--- config.mk ---
export PLATFORM = sky130hd
export DESIGN_NAME = block_transfer_address_sequencer
export DESIGN_NICKNAME = d
export VERILOG_FILES = /design/src/btas_pkg.sv /design/src/block_transfer_address_sequencer.sv /design/src/btas_agu.sv
export SDC_FILE = /design/constraint.sdc
export NUM_CORES = 1
export LEC_CHECK = 0
export BUFFER_PORTS_ARGS = -buffer_cell sky130_fd_sc_hd__buf_2
export CORE_ASPECT_RATIO = 2
export CORE_UTILIZATION = 50
export CTS_CLUSTER_DIAMETER = 50
export DETAILED_ROUTE_END_ITERATION = 7
export PLACE_DENSITY_LB_ADDON = 0.15
export SLEW_MARGIN = 20
export SYNTH_ARGS = -nofsm -noshare
export SYNTH_HDL_FRONTEND = slang
export SYNTH_HIERARCHICAL = 1
export SYNTH_SLANG_ARGS = --single-unit
--- constraint.sdc ---
create_clock -name aclk -period 8.9 [get_ports aclk]
set_input_delay 1.335 -clock aclk [delete_from_list [all_inputs] [get_ports aclk]]
set_output_delay 1.335 -clock aclk [all_outputs]
set_load 0.01 [all_outputs]
--- src/btas_pkg.sv ---
// ----------------------------------------------------------------------------
// btas_pkg: shared types and constants of the block transfer address sequencer
// Instruction field positions, result kinds and the address unit command set.
// ----------------------------------------------------------------------------
`default_nettype none

package btas_pkg;

    // sizes
    localparam int NUM_REGS_DEF = 16;
    localparam int MAX_REGS     = 16;
    localparam int REG_W        = 4;
    localparam int WORD_W       = 32;
    localparam int CNT_W        = 5;
    localparam int WORD_BYTES   = 4;

    // instruction word bit positions
    localparam int BIT_PRE  = 24;
    localparam int BIT_UP   = 23;
    localparam int BIT_USER = 22;
    localparam int BIT_WB   = 21;
    localparam int BIT_LOAD = 20;
    localparam int RN_LSB   = 16;

    // result kinds
    localparam logic [1:0] KIND_XFER = 2'd0;
    localparam logic [1:0] KIND_WB   = 2'd1;
    localparam logic [1:0] KIND_USER = 2'd2;

    // address unit operations
    typedef enum logic [2:0] {
        AGU_HOLD,
        AGU_LOAD,
        AGU_NEWBASE,
        AGU_START,
        AGU_STEP
    } agu_op_t;

    typedef struct packed {
        agu_op_t op;
        logic    up;
        logic    pre;
    } agu_cmd_t;

    // number of set bits in a register list
    function automatic logic [CNT_W-1:0] list_count(input logic [MAX_REGS-1:0] list);
        logic [CNT_W-1:0] n;
        n = '0;
        for (int i = 0; i < MAX_REGS; i++) begin
            n = n + CNT_W'(list[i]);
        end
        return n;
    endfunction

endpackage

`default_nettype wire

--- src/block_transfer_address_sequencer.sv ---
// sequence: after the input transfer the sequencer passes S_NEWBASE and S_START
//   before the first result enters the output register; a user-bank error goes via S_ERR
// throughput: one result per cycle while the receiver accepts; a new instruction is
//   taken only in idle, after the last result of the previous one is registered
// reset: aresetn (synchronous, active low) returns the sequencer to idle and
//   empties the output register
// ----------------------------------------------------------------------------
// block_transfer_address_sequencer: load/store-multiple address sequencer
// Takes an instruction word and base value and emits one transfer per listed
// register, lowest first, plus the base writeback when requested; a user-bank form gives one error result.
// ----------------------------------------------------------------------------
`default_nettype none

module block_transfer_address_sequencer #(
    parameter int NUM_REGS = btas_pkg::NUM_REGS_DEF
) (
    input  wire logic        aclk,
    input  wire logic        aresetn,
    // input stream
    input  wire logic        s_axis_tvalid,
    output logic             s_axis_tready,
    input  wire logic [63:0] s_axis_tdata,  // instruction[31:0], base_value[63:32]
    // result stream
    output logic             m_axis_tvalid,
    input  wire logic        m_axis_tready,
    output logic [39:0]      m_axis_tdata,  // is_load[0], reg_index[4:1], address[36:5], zero
    output logic [1:0]       m_axis_tuser,  // kind[1:0]
    output logic             m_axis_tlast   // last
);
    import btas_pkg::*;

    typedef enum logic [2:0] {
        S_IDLE,
        S_ERR,
        S_NEWBASE,
        S_START,
        S_PRE_WB,
        S_XFER,
        S_POST_WB
    } state_t;

    state_t               state_reg, state_next;
    logic                 up_reg, up_next;
    logic                 pre_reg, pre_next;
    logic                 wb_reg, wb_next;
    logic                 load_reg, load_next;
    logic [REG_W-1:0]     rn_reg, rn_next;
    logic [CNT_W-1:0]     count_reg, count_next;
    logic [NUM_REGS-1:0]  list_reg, list_next;

    logic                 m_valid_reg, m_valid_next;
    logic [1:0]           m_kind_reg, m_kind_next;
    logic                 m_load_reg, m_load_next;
    logic [REG_W-1:0]     m_idx_reg, m_idx_next;
    logic [WORD_W-1:0]    m_addr_reg, m_addr_next;
    logic                 m_last_reg, m_last_next;

    logic [WORD_W-1:0]    instr;
    logic [WORD_W-1:0]    base_in;
    logic [NUM_REGS-1:0]  list_in;
    logic [NUM_REGS-1:0]  list_clr;
    logic [REG_W-1:0]     low_idx;
    logic                 out_free;
    agu_cmd_t             agu_cmd;
    logic [WORD_W-1:0]    agu_addr;
    logic [WORD_W-1:0]    agu_nb;

    assign instr   = s_axis_tdata[31:0];
    assign base_in = s_axis_tdata[63:32];
    assign list_in = instr[NUM_REGS-1:0];

    // lowest listed register and the list without it
    always_comb begin
        low_idx = '0;
        for (int i = NUM_REGS - 1; i >= 0; i--) begin
            if (list_reg[i]) begin
                low_idx = REG_W'(i);
            end
        end
    end

    assign list_clr = list_reg & (list_reg - NUM_REGS'(1));
    assign out_free = ~m_valid_reg | m_axis_tready;

    // shared address unit
    btas_agu u_agu (
        .aclk     (aclk),
        .cmd      (agu_cmd),
        .base_in  (base_in),
        .count    (count_reg),
        .addr     (agu_addr),
        .new_base (agu_nb)
    );

    // sequencer next state
    always_comb begin
        state_next   = state_reg;
        up_next      = up_reg;
        pre_next     = pre_reg;
        wb_next      = wb_reg;
        load_next    = load_reg;
        rn_next      = rn_reg;
        count_next   = count_reg;
        list_next    = list_reg;
        m_valid_next = m_valid_reg & ~m_axis_tready;
        m_kind_next  = m_kind_reg;
        m_load_next  = m_load_reg;
        m_idx_next   = m_idx_reg;
        m_addr_next  = m_addr_reg;
        m_last_next  = m_last_reg;
        agu_cmd.op   = AGU_HOLD;
        agu_cmd.up   = up_reg;
        agu_cmd.pre  = pre_reg;

        case (state_reg)
            S_IDLE: begin
                if (s_axis_tvalid) begin
                    pre_next   = instr[BIT_PRE];
                    up_next    = instr[BIT_UP];
                    wb_next    = instr[BIT_WB];
                    load_next  = instr[BIT_LOAD];
                    rn_next    = instr[RN_LSB +: REG_W];
                    list_next  = list_in;
                    count_next = list_count(MAX_REGS'(list_in));
                    agu_cmd.op = AGU_LOAD;
                    state_next = instr[BIT_USER] ? S_ERR : S_NEWBASE;
                end
            end
            S_ERR: begin
                if (out_free) begin
                    m_valid_next = 1'b1;
                    m_kind_next  = KIND_USER;
                    m_load_next  = load_reg;
                    m_idx_next   = rn_reg;
                    m_addr_next  = '0;
                    m_last_next  = 1'b1;
                    state_next   = S_IDLE;
                end
            end
            S_NEWBASE: begin
                agu_cmd.op = AGU_NEWBASE;
                state_next = S_START;
            end
            S_START: begin
                agu_cmd.op = AGU_START;
                if (!up_reg && wb_reg) begin
                    state_next = S_PRE_WB;
                end else if (list_reg != '0) begin
                    state_next = S_XFER;
                end else if (wb_reg) begin
                    state_next = S_POST_WB;
                end else begin
                    state_next = S_IDLE;
                end
            end
            S_PRE_WB: begin
                if (out_free) begin
                    m_valid_next = 1'b1;
                    m_kind_next  = KIND_WB;
                    m_load_next  = load_reg;
                    m_idx_next   = rn_reg;
                    m_addr_next  = agu_nb;
                    m_last_next  = (list_reg == '0);
                    state_next   = (list_reg != '0) ? S_XFER : S_IDLE;
                end
            end
            S_XFER: begin
                if (out_free) begin
                    m_valid_next = 1'b1;
                    m_kind_next  = KIND_XFER;
                    m_load_next  = load_reg;
                    m_idx_next   = low_idx;
                    m_addr_next  = agu_addr;
                    m_last_next  = (list_clr == '0) && !(up_reg && wb_reg);
                    list_next    = list_clr;
                    agu_cmd.op   = AGU_STEP;
                    if (list_clr == '0) begin
                        state_next = (up_reg && wb_reg) ? S_POST_WB : S_IDLE;
                    end
                end
            end
            S_POST_WB: begin
                if (out_free) begin
                    m_valid_next = 1'b1;
                    m_kind_next  = KIND_WB;
                    m_load_next  = load_reg;
                    m_idx_next   = rn_reg;
                    m_addr_next  = agu_nb;
                    m_last_next  = 1'b1;
                    state_next   = S_IDLE;
                end
            end
            default: begin
                state_next = S_IDLE;
            end
        endcase
    end

    // state and registered outputs
    always_ff @(posedge aclk) begin
        if (!aresetn) begin
            state_reg   <= S_IDLE;
            m_valid_reg <= 1'b0;
        end else begin
            state_reg   <= state_next;
            m_valid_reg <= m_valid_next;
        end
        up_reg     <= up_next;
        pre_reg    <= pre_next;
        wb_reg     <= wb_next;
        load_reg   <= load_next;
        rn_reg     <= rn_next;
        count_reg  <= count_next;
        list_reg   <= list_next;
        m_kind_reg <= m_kind_next;
        m_load_reg <= m_load_next;
        m_idx_reg  <= m_idx_next;
        m_addr_reg <= m_addr_next;
        m_last_reg <= m_last_next;
    end

    // port drive
    assign s_axis_tready = (state_reg == S_IDLE);
    assign m_axis_tvalid = m_valid_reg;
    assign m_axis_tdata  = {3'b000, m_addr_reg, m_idx_reg, m_load_reg};
    assign m_axis_tuser  = m_kind_reg;
    assign m_axis_tlast  = m_last_reg;

endmodule

`default_nettype wire

--- src/btas_agu.sv ---
// ----------------------------------------------------------------------------
// btas_agu: address unit of the block transfer sequencer
// One shared 32-bit adder computes the new base, the start address and each
// following word address under commands from the sequencer.
// ----------------------------------------------------------------------------
`default_nettype none

module btas_agu (
    input  wire logic                         aclk,
    input  wire btas_pkg::agu_cmd_t           cmd,
    input  wire logic [btas_pkg::WORD_W-1:0]  base_in,
    input  wire logic [btas_pkg::CNT_W-1:0]   count,
    output logic      [btas_pkg::WORD_W-1:0]  addr,
    output logic      [btas_pkg::WORD_W-1:0]  new_base
);
    import btas_pkg::*;

    logic [WORD_W-1:0] base_reg;
    logic [WORD_W-1:0] nb_reg;
    logic [WORD_W-1:0] addr_reg;
    logic [WORD_W-1:0] op_a;
    logic [WORD_W-1:0] op_b;
    logic              sub;
    logic [WORD_W-1:0] sum;

    // operand selection for the shared adder
    always_comb begin
        op_a = addr_reg;
        op_b = '0;
        sub  = 1'b0;
        case (cmd.op)
            AGU_NEWBASE: begin
                op_a = base_reg;
                op_b = {{(WORD_W-CNT_W-2){1'b0}}, count, 2'b00};
                sub  = ~cmd.up;
            end
            AGU_START: begin
                op_a = cmd.up ? base_reg : nb_reg;
                op_b = (cmd.up == cmd.pre) ? WORD_W'(WORD_BYTES) : '0;
            end
            AGU_STEP: begin
                op_b = WORD_W'(WORD_BYTES);
            end
            default: begin
                op_b = '0;
            end
        endcase
    end

    // add or subtract, wrapping at 32 bits
    assign sum = op_a + (sub ? ~op_b : op_b) + {{(WORD_W-1){1'b0}}, sub};

    // datapath registers
    always_ff @(posedge aclk) begin
        case (cmd.op)
            AGU_LOAD:    base_reg <= base_in;
            AGU_NEWBASE: nb_reg   <= sum;
            AGU_START:   addr_reg <= sum;
            AGU_STEP:    addr_reg <= sum;
            default:     addr_reg <= addr_reg;
        endcase
    end

    assign addr     = addr_reg;
    assign new_base = nb_reg;

endmodule

`default_nettype wire

== Word-level counts from Yosys, hierarchy flattened ==
Index checks and enable logic that the tools add are counted.

* Add/subtract/negate cells: 18
* Reduce and logical (&&, ||, !) cells: 25
* Muxes and demuxes: 57
* Equality and inequality tests: 19
* Bitwise logic cells: 7

{| class="wikitable"
|+ Operator list
! cell !! number
|-
| $pmux 32 s3 || 2
|-
| $mux 32 || 5
|-
| $mux 4 || 18
|-
| $pmux 32 s2 || 1
|-
| $add 5x1->5 || 11
|-
| $mux 3 || 12
|-
| $add 32x1->32 || 1
|-
| $add 32x32->32 || 1
|-
| $logic_not 16->1 || 2
|-
| $mux 16 || 2
|-
| $not 32->32 || 1
|-
| $pmux 16 s2 || 1
|-
| $pmux 3 s6 || 1
|-
| $and 16x16->16 || 1
|-
| $reduce_bool 16->1 || 1
|-
| $sub 16x1->16 const B || 1
|-
| $eq 3x2->1 const B || 4
|-
| $eq 3x3->1 const B || 4
|-
| $pmux 3 s4 || 1
|-
| $ne 2x2->1 const B || 5
|-
| $mux 2 || 4
|-
| $pmux 4 s2 || 1
|-
| $reduce_and 4->1 || 2
|-
| $mux 1 || 7
|-
| 23 further kinds || 37
|}

* Logic and storage cells: 143
* Output and inout bits: 45
* Register bits: 169
* Input bits: 68

== Logic depth before layout (Yosys ltp) ==
Gate-level depths: netlist of run 1.

* Depth in word-level cells: 18
* Mapped depth: 19
* Gate-level depth less buffers: 15

== Hierarchy ==
Netlist of run 1, hierarchy kept.

{| class="wikitable"
|+ Modules (own cells, without submodules)
! module !! cells each !! area each (um^2) !! sequential area each (um^2) !! instances
|-
| btas_agu || 468 || 5424.0 || 2882.8 || 1
|-
| block_transfer_address_sequencer || 321 || 3794.9 || 2152.1 || 1
|}

== Worst setup path after synthesis of run 1 ==
No wires, ideal clock.

* Kind: input-to-reg
* From: input port m_axis_tready
* To: register u_agu.addr_reg[29] (netlist: u_agu/addr[29]) (data pin)
* Path buffers: 2
* Slack: 4049 ps
* Library setup time: 264 ps
* Arrival: 4588 ps
* Cell stages on the path: 15
* Data required time: 8636 ps
* Path through: nor2b_1 > clkbuf_1 > nor2_1 > or4b_4 > buf_6 > inv_2 > xnor2_1 > ha_1 > nand4_1 > o221a_4 > a221o_1 > a31oi_2 > a41oi_2 > o21ai_2 > xor2_1

{| class="wikitable"
|+ RTL lines
! element !! line !! source
|-
| start: declaration || block_transfer_address_sequencer.sv:25 || <nowiki>input wire logic m_axis_tready,</nowiki>
|-
| end signal: assignment || btas_agu.sv:58 || <nowiki>AGU_START: addr_reg <= sum;</nowiki>
|-
| end signal: assignment || btas_agu.sv:59 || <nowiki>AGU_STEP: addr_reg <= sum;</nowiki>
|-
| end signal: assignment || btas_agu.sv:60 || <nowiki>default: addr_reg <= addr_reg;</nowiki>
|-
| end: declaration || btas_agu.sv:20 || <nowiki>logic [WORD_W-1:0] addr_reg;</nowiki>
|}

==> results of run 1 <==
## through the flow
stage	hold slack [ns]	setup WS [ns]	utilization [%]	power [W]	cell area, µm²
floorplan	0.400	4.05	-	0.00280	9230
global placement	0.405	3.06	55.1	0.00325	9850
detailed placement	0.410	3.03	55.1	0.00331	9850
CTS	0.428	3.46	58.2	0.00402	10400
global route	0.455	3.03	58.2	0.00425	10400
finish	0.425	3.39	58.2	0.00400	10400
## cell families after synthesis
| group | Yosys count | synth area share (%) |
|---|---|---|
| adder cells (fa/ha/maj) | 47 | 7.14 |
| buffers and inverters | 88 | 4.14 |
| AND/OR/NAND/NOR | 174 | 9.23 |
| other | 1 | 0.0407 |
| flip-flops | 169 | 54.6 |
| XOR/XNOR | 38 | 3.61 |
| AO/OA/AOI/OAI | 241 | 17.9 |
| multiplexers | 31 | 3.37 |
## power breakdown
group | internal [W] | switching, W | leakage [nW]
Clock | 0.000367 | 0.000336 | 0.256
Sequential | 0.00141 | 0.000173 | 1.58
Combinational | 0.000632 | 0.00108 | 2.41
Total | 0.00241 | 0.00159 | 4.24
## layout make-up
class / count / share of cell area, %
repair buffers: 109 / 5.41
multi-input cells: 534 / 36.9
clock inverters: 15 / 1.31
clock buffers: 17 / 4.09
flip-flops and latches: 169 / 48.4
well taps: 213 / 2.56
inverters: 39 / 1.41
## worst max-delay path, cell delays in order
cell	delay, ns
buf_2	0.09
nor2b_1	0.49
nor2_1	0.26
or4b_4	0.66
inv_2	0.47
ha_1	0.38
a211oi_1	0.39
o21ai_0	0.19
a311oi_1	0.46
a21oi_2	0.18
a41oi_1	0.43
o311ai_1	0.15
xor2_1	0.17
## layer usage
metal  routed length (µm)  GRT usage (%)  vias to the layer above
li1                     -              -                     3152
met1                 7240           21.0                     3117
met2                12200           46.0                      179
met3                  733           3.82                       59
met4                  973           13.4                        0
met5                    0              0                        -
## placed cells by master, fill, tap and decap left out, drive strengths merged, types with 10 or more instances in the layout
master    n
a21o     16
a21oi    49
a22o     33
buf     109
clkbuf   17
edfxtp  165
fa       10
ha       35
inv      45
mux2i    31
nand2    68
nand3    10
nor2     29
nor2b    10
nor3     16
o21ai    65
xnor2    24
xor2     14
## path summary, 6_finish.rpt
path | startpoint | end | slack, ns | cells after the start
worst max-delay path | m_axis_tready | u_agu/addr[24] | 3.39 | 13
worst min-delay path | load_reg | m_load_reg | 0.43 | 0
worst max register to register | state_reg[0] | u_agu/addr[24] | 3.57 | 15
worst min register to register | load_reg | m_load_reg | 0.43 | 0
==> summary.md, run 1 <==
| Metric | Value |
|---|---|
| Tightest Pin Transition | `0.952 ns` |
| Vias in the first global route | `6785` |
| Clock Tree Root | `clkbuf_16` |
| Setup CP Type | `primary input to register` |
| Core Region | `17900 µm²` |
| Netlist cell types | `72` |
| Crit-path max FO | `28` |
| Initial Util | `around half` |
| Synth area leaders | `edfxtp_1, ha_1, mux2i_1` |
| Sink Count | `around 170` |
| Final Max Tran Viols | `0` |
| Dominant synthesized flop cell | `edfxtp_1` |
| Startpoint type of the worst setup path | `primary input` |
| Synth Cell Area | `9220 µm²` |
| Ys async rst share | `0%` |
| Final setup TNS | `0 ns` |
| Worst relative slew slack | `between 30% and 40%` |
| Layout net count | `983` |
| Antenna violations before repair | `0` |
| PD cells | `between 300 and 400 nW/µm²` |
| Global-route wire length before repair | `approximately 33000 µm` |
| WP data required | `just over 9 ns` |
| Hold Violations, Final | `0` |
| Worst-case clock buffer depth | `2` |
| Skew-Pair Late Insertion Delay | `0.44 ns` |
| Layout cells sized above 1 | `a little under a fifth` |
| I/O pin total | `about 110` |
| DRC viols | `4` |
| Hold Buf Count CTS | `0` |
| Number of core rows | `69` |
| Inserted Clock Buffers | `17` |
| Multi-input combinational cell area | `3840 µm²` |
| Layout filler cell count | `between 1k and 1.5k` |
| Setup Fix Bufs, Post-CTS | `0` |
| Critical Path End Type | `register` |
| Htree depth | `4` |
| CTS tree | `built` |
| Maximum vdd drop | `0.000189 V` |
| Vias/cell | `5.94` |
| RSZ-0062 raised after global routing | `no` |
| Final cell count without fillers | `1096` |
| Total gr overflow | `0` |
| Leak Pwr | `about 4.2 nW` |
| Placer Congestion | `0.858` |
| Overall die area | `roughly 19000 µm²` |
| Cell type with the largest total area after synthesis | `edfxtp_1` |
| Setup-failing EPs final | `0` |
| Clock Skew | `0.0105 ns` |
| Run status | `finished, violations left` |
| Most frequent cell after synthesis | `edfxtp_1` |
| Synth top cells by count | `edfxtp_1, nand2_1, o21ai_0` |
| CTS clock-pin slew for the worst setup and hold paths | `0.07 ns` |
| Seq. cell area | `between 5000 and 6000 µm²` |
| Cell count after placement | `1064` |
| Vias post-DR | `6507` |
| Fin crit share | `61.9%` |
| Syn avg cell area | `11.7 µm²` |
| Chip Width | `roughly 98 µm` |
| Crit path time final | `5.51 ns` |
| Tot GR Track Use | `a little under a quarter` |
| Synth Instances | `789` |
| Largest net degree at the start of global routing | `68` |
| Post-DP HPWL | `between 10000 and 15000 µm` |
| Worst Hold Class | `register to register` |
| Post-synth EDFFs | `165` |
| Post-route ant nets | `0` |
| Failing checks | `DRC` |
| Synth Register Bits | `169` |
| Ys Warns | `6` |
| Area share of the largest cell type after synthesis | `53.7%` |
| # diodes | `0` |
| Drt total wl | `roughly 21000 µm` |
| Arrival time of the worst setup path | `approximately 5.7 ns` |
| DR pass1 iterations | `7` |
| Max-cap viol count | `0` |
| Port-buffer cells | `102` |
| DR iter-0 viols | `343` |
| Die Height | `approximately 190 µm` |
| P&R area growth vs syn | `12.9%` |
| Drt wl/cell | `19.3 µm` |
| Register area share after synthesis | `54.6%` |
| Post-CTS sizing | `0` |
| Fmax | `181 MHz` |
No activity file was read; power rests on OpenSTA's default activity.
==> run 2: changes to the inputs <==
==> constraint.sdc (replaced) <==
create_clock -name aclk -period 5.6 [get_ports aclk]
set_input_delay 0.84 -clock aclk [delete_from_list [all_inputs] [get_ports aclk]]
set_output_delay 0.84 -clock aclk [all_outputs]
set_load 0.01 [all_outputs]
==> run 2 against run 1 <==
Compared with the run above:
- sequential power increased by 59%
- worst hold slack improved by 0.013 ns
- flip-flop and latch count unchanged
- first-iteration DRC count decreased by 1.2%
- routed wire length increased by 1.2%
- the run still ends with DRC left
- clock skew decreased by 0.0022 ns
- cell count increased by 0.73%
- clock power increased by 88%
- largest cell class unchanged
- setup slack got worse by 2.6 ns
- register-to-register slack got worse by 2.8 ns
==> summary.md, run 2 (same netlist as run 1, synthesis figures left out) <==
| Metric | Value |
|---|---|
| Run status | `finished, violations left` |
| Failing checks | `DRC` |
| Initial Util | `51.6%` |
| Crit-path max FO | `24` |
| Htree depth | `4` |
| Commonest non-fill, non-tap cells in the layout | `edfxtp_1, buf_2, nand2_1` |
| Worst relative slew slack | `42.1%` |
| FF-to-FF Start | `state_reg[0]` |
| DP Area | `9910 µm²` |
| Skew-Pair Late Insertion Delay | `0.43 ns` |
| Setup Fix Bufs, Post-CTS | `0` |
| Final setup TNS | `0 ns` |
| Drt wl/cell | `19.4 µm` |
| Setup-failing EPs final | `0` |
| RSZ-0062 raised after global routing | `no` |
| CTS clock-pin slew for the worst setup and hold paths | `0.07 ns` |
| Vias/cell | `6.01` |
| Core Region | `17900 µm²` |
| Fin crit share | `86.4%` |
| Global-route wire length before repair | `33800 µm` |
| Leak Pwr | `between 4 and 5 nW` |
| Design area | `10600 µm²` |
| Min-delay src | `load_reg` |
| DR pass1 iterations | `7` |
| Sink Count | `169` |
| Hold Violations, Final | `0` |
| Antenna violations before repair | `0` |
| DRC viols | `4` |
| Total gr overflow | `0` |
| Crit path top cell by count | `buf_4` |
| Clock Tree Root | `clkbuf_16` |
| Hold Buf Count CTS | `0` |
| Chip Width | `about 98 µm` |
| Port-buffer cells | `102` |
| Vias in the first global route | `6867` |
| Worst Hold Class | `register to register` |
| Largest net degree at the start of global routing | `56` |
| Die Height | `194 µm` |
| WP data required | `5.76 ns` |
| Post-CTS sizing | `0` |
| # diodes | `0` |
| CP max stage cell | `dfxtp_1` |
| Fmax | `207 MHz` |
| CP cell instances | `inv_1, nor2_1, nand2_1, buf_4, nor2_1, nand2b_2, buf_4, buf_4, o21ai_0, ha_1, a21oi_1, nand2_1, a41o_1, nor2b_1, a211oi_1, o31ai_1, xor2_1` |
| Final Max Tran Viols | `0` |
| CP peak stage delay | `0.53 ns` |
| Inserted Clock Buffers | `17` |
| Post-DP HPWL | `15300 µm` |
| I/O pin total | `113` |
| Tightest Pin Transition | `0.868 ns` |
| Placer Congestion | `0.922` |
| PD cells | `625 nW/µm²` |
| Layout net count | `991` |
| Worst-case clock buffer depth | `2` |
| P&R area growth vs syn | `14.6%` |
| Number of core rows | `69` |
| Critical Path End Type | `register` |
| Layout filler cell count | `1468` |
| Maximum vdd drop | `0.000261 V` |
| Crit path time final | `4.84 ns` |
| Tot GR Track Use | `23.5%` |
| Overall die area | `19000 µm²` |
| Vias post-DR | `6631` |
| DR iter-0 viols | `roughly 340` |
| Layout cells sized above 1 | `19.4%` |
| Clock Skew | `between 0.008 and 0.009 ns` |
| Max-cap viol count | `0` |
| Setup CP Type | `register to register` |
| Startpoint type of the worst setup path | `register` |
| Drt total wl | `21400 µm` |
| Most common cell after layout, fill and taps aside | `edfxtp_1` |
| Worst setup startpoint | `state_reg[0]` |
| CTS tree | `built` |
| Post-route ant nets | `0` |
| Arrival time of the worst setup path | `5.00 ns` |
==> run 2: power by group <==
group	total (W)	internal [W]	switching, W
sequential	0.00251	0.00224	0.000273
combinational	0.00277	0.00103	0.00174
clock	0.00132	0.000804	0.000520
total	0.00660	0.00407	0.00253
==> run 2: worst paths after layout <==
kind,endpoint,slack (ns),cells after the start
hold / removal,m_load_reg,0.44,0
setup reg to reg,u_agu/new_base[30],0.76,17
setup / recovery,u_agu/new_base[30],0.76,17
hold reg to reg,m_load_reg,0.44,0
==> run 2: per-stage QoR <==
step	utilization, %	power, W	setup slack, ns	instances	hold slack, ns
after floorplan	-	0.00446	1.24	791	0.400
after CTS	59.1	0.00664	0.778	1104	0.441
after global placement	55.4	0.00521	0.894	1072	0.404
after global routing	59.1	0.00699	0.268	1104	0.449
after detailed placement	55.4	0.00530	0.822	1072	0.424
final	59.1	0.00660	0.764	1104	0.438
==> run 2: per-layer routing <==
metal / track usage [%] / vias up / wire length, µm
met5: 0 / - / 0
met1: 21.8 / 3211 / 7300
li1: - / 3176 / -
met2: 46.9 / 192 / 12600
met4: 12.7 / 0 / 844
met3: 3.57 / 52 / 708
==> run 2: worst max-delay path, delay by kind of cell, from the launching register on <==
family | cells | cell delay, ns
adder cells (fa/ha/maj) | 1 | 0.44
AO/OA/AOI/OAI | 5 | 1.06
buffers and inverters | 4 | 0.95
AND/OR/NAND/NOR | 6 | 1.38
XOR/XNOR | 1 | 0.17
flip-flops | 1 | 0.53
==> run 2: area by class of cell <==
cell class / instances / area, µm² / share of cell area [%]
flip-flops and latches: 169 / 5030 / 47.6
multi-input cells: 534 / 3840 / 36.3
repair buffers: 117 / 623 / 5.90
clock buffers: 17 / 425 / 4.03
well taps: 213 / 267 / 2.52
clock inverters: 15 / 235 / 2.23
inverters: 39 / 146 / 1.39
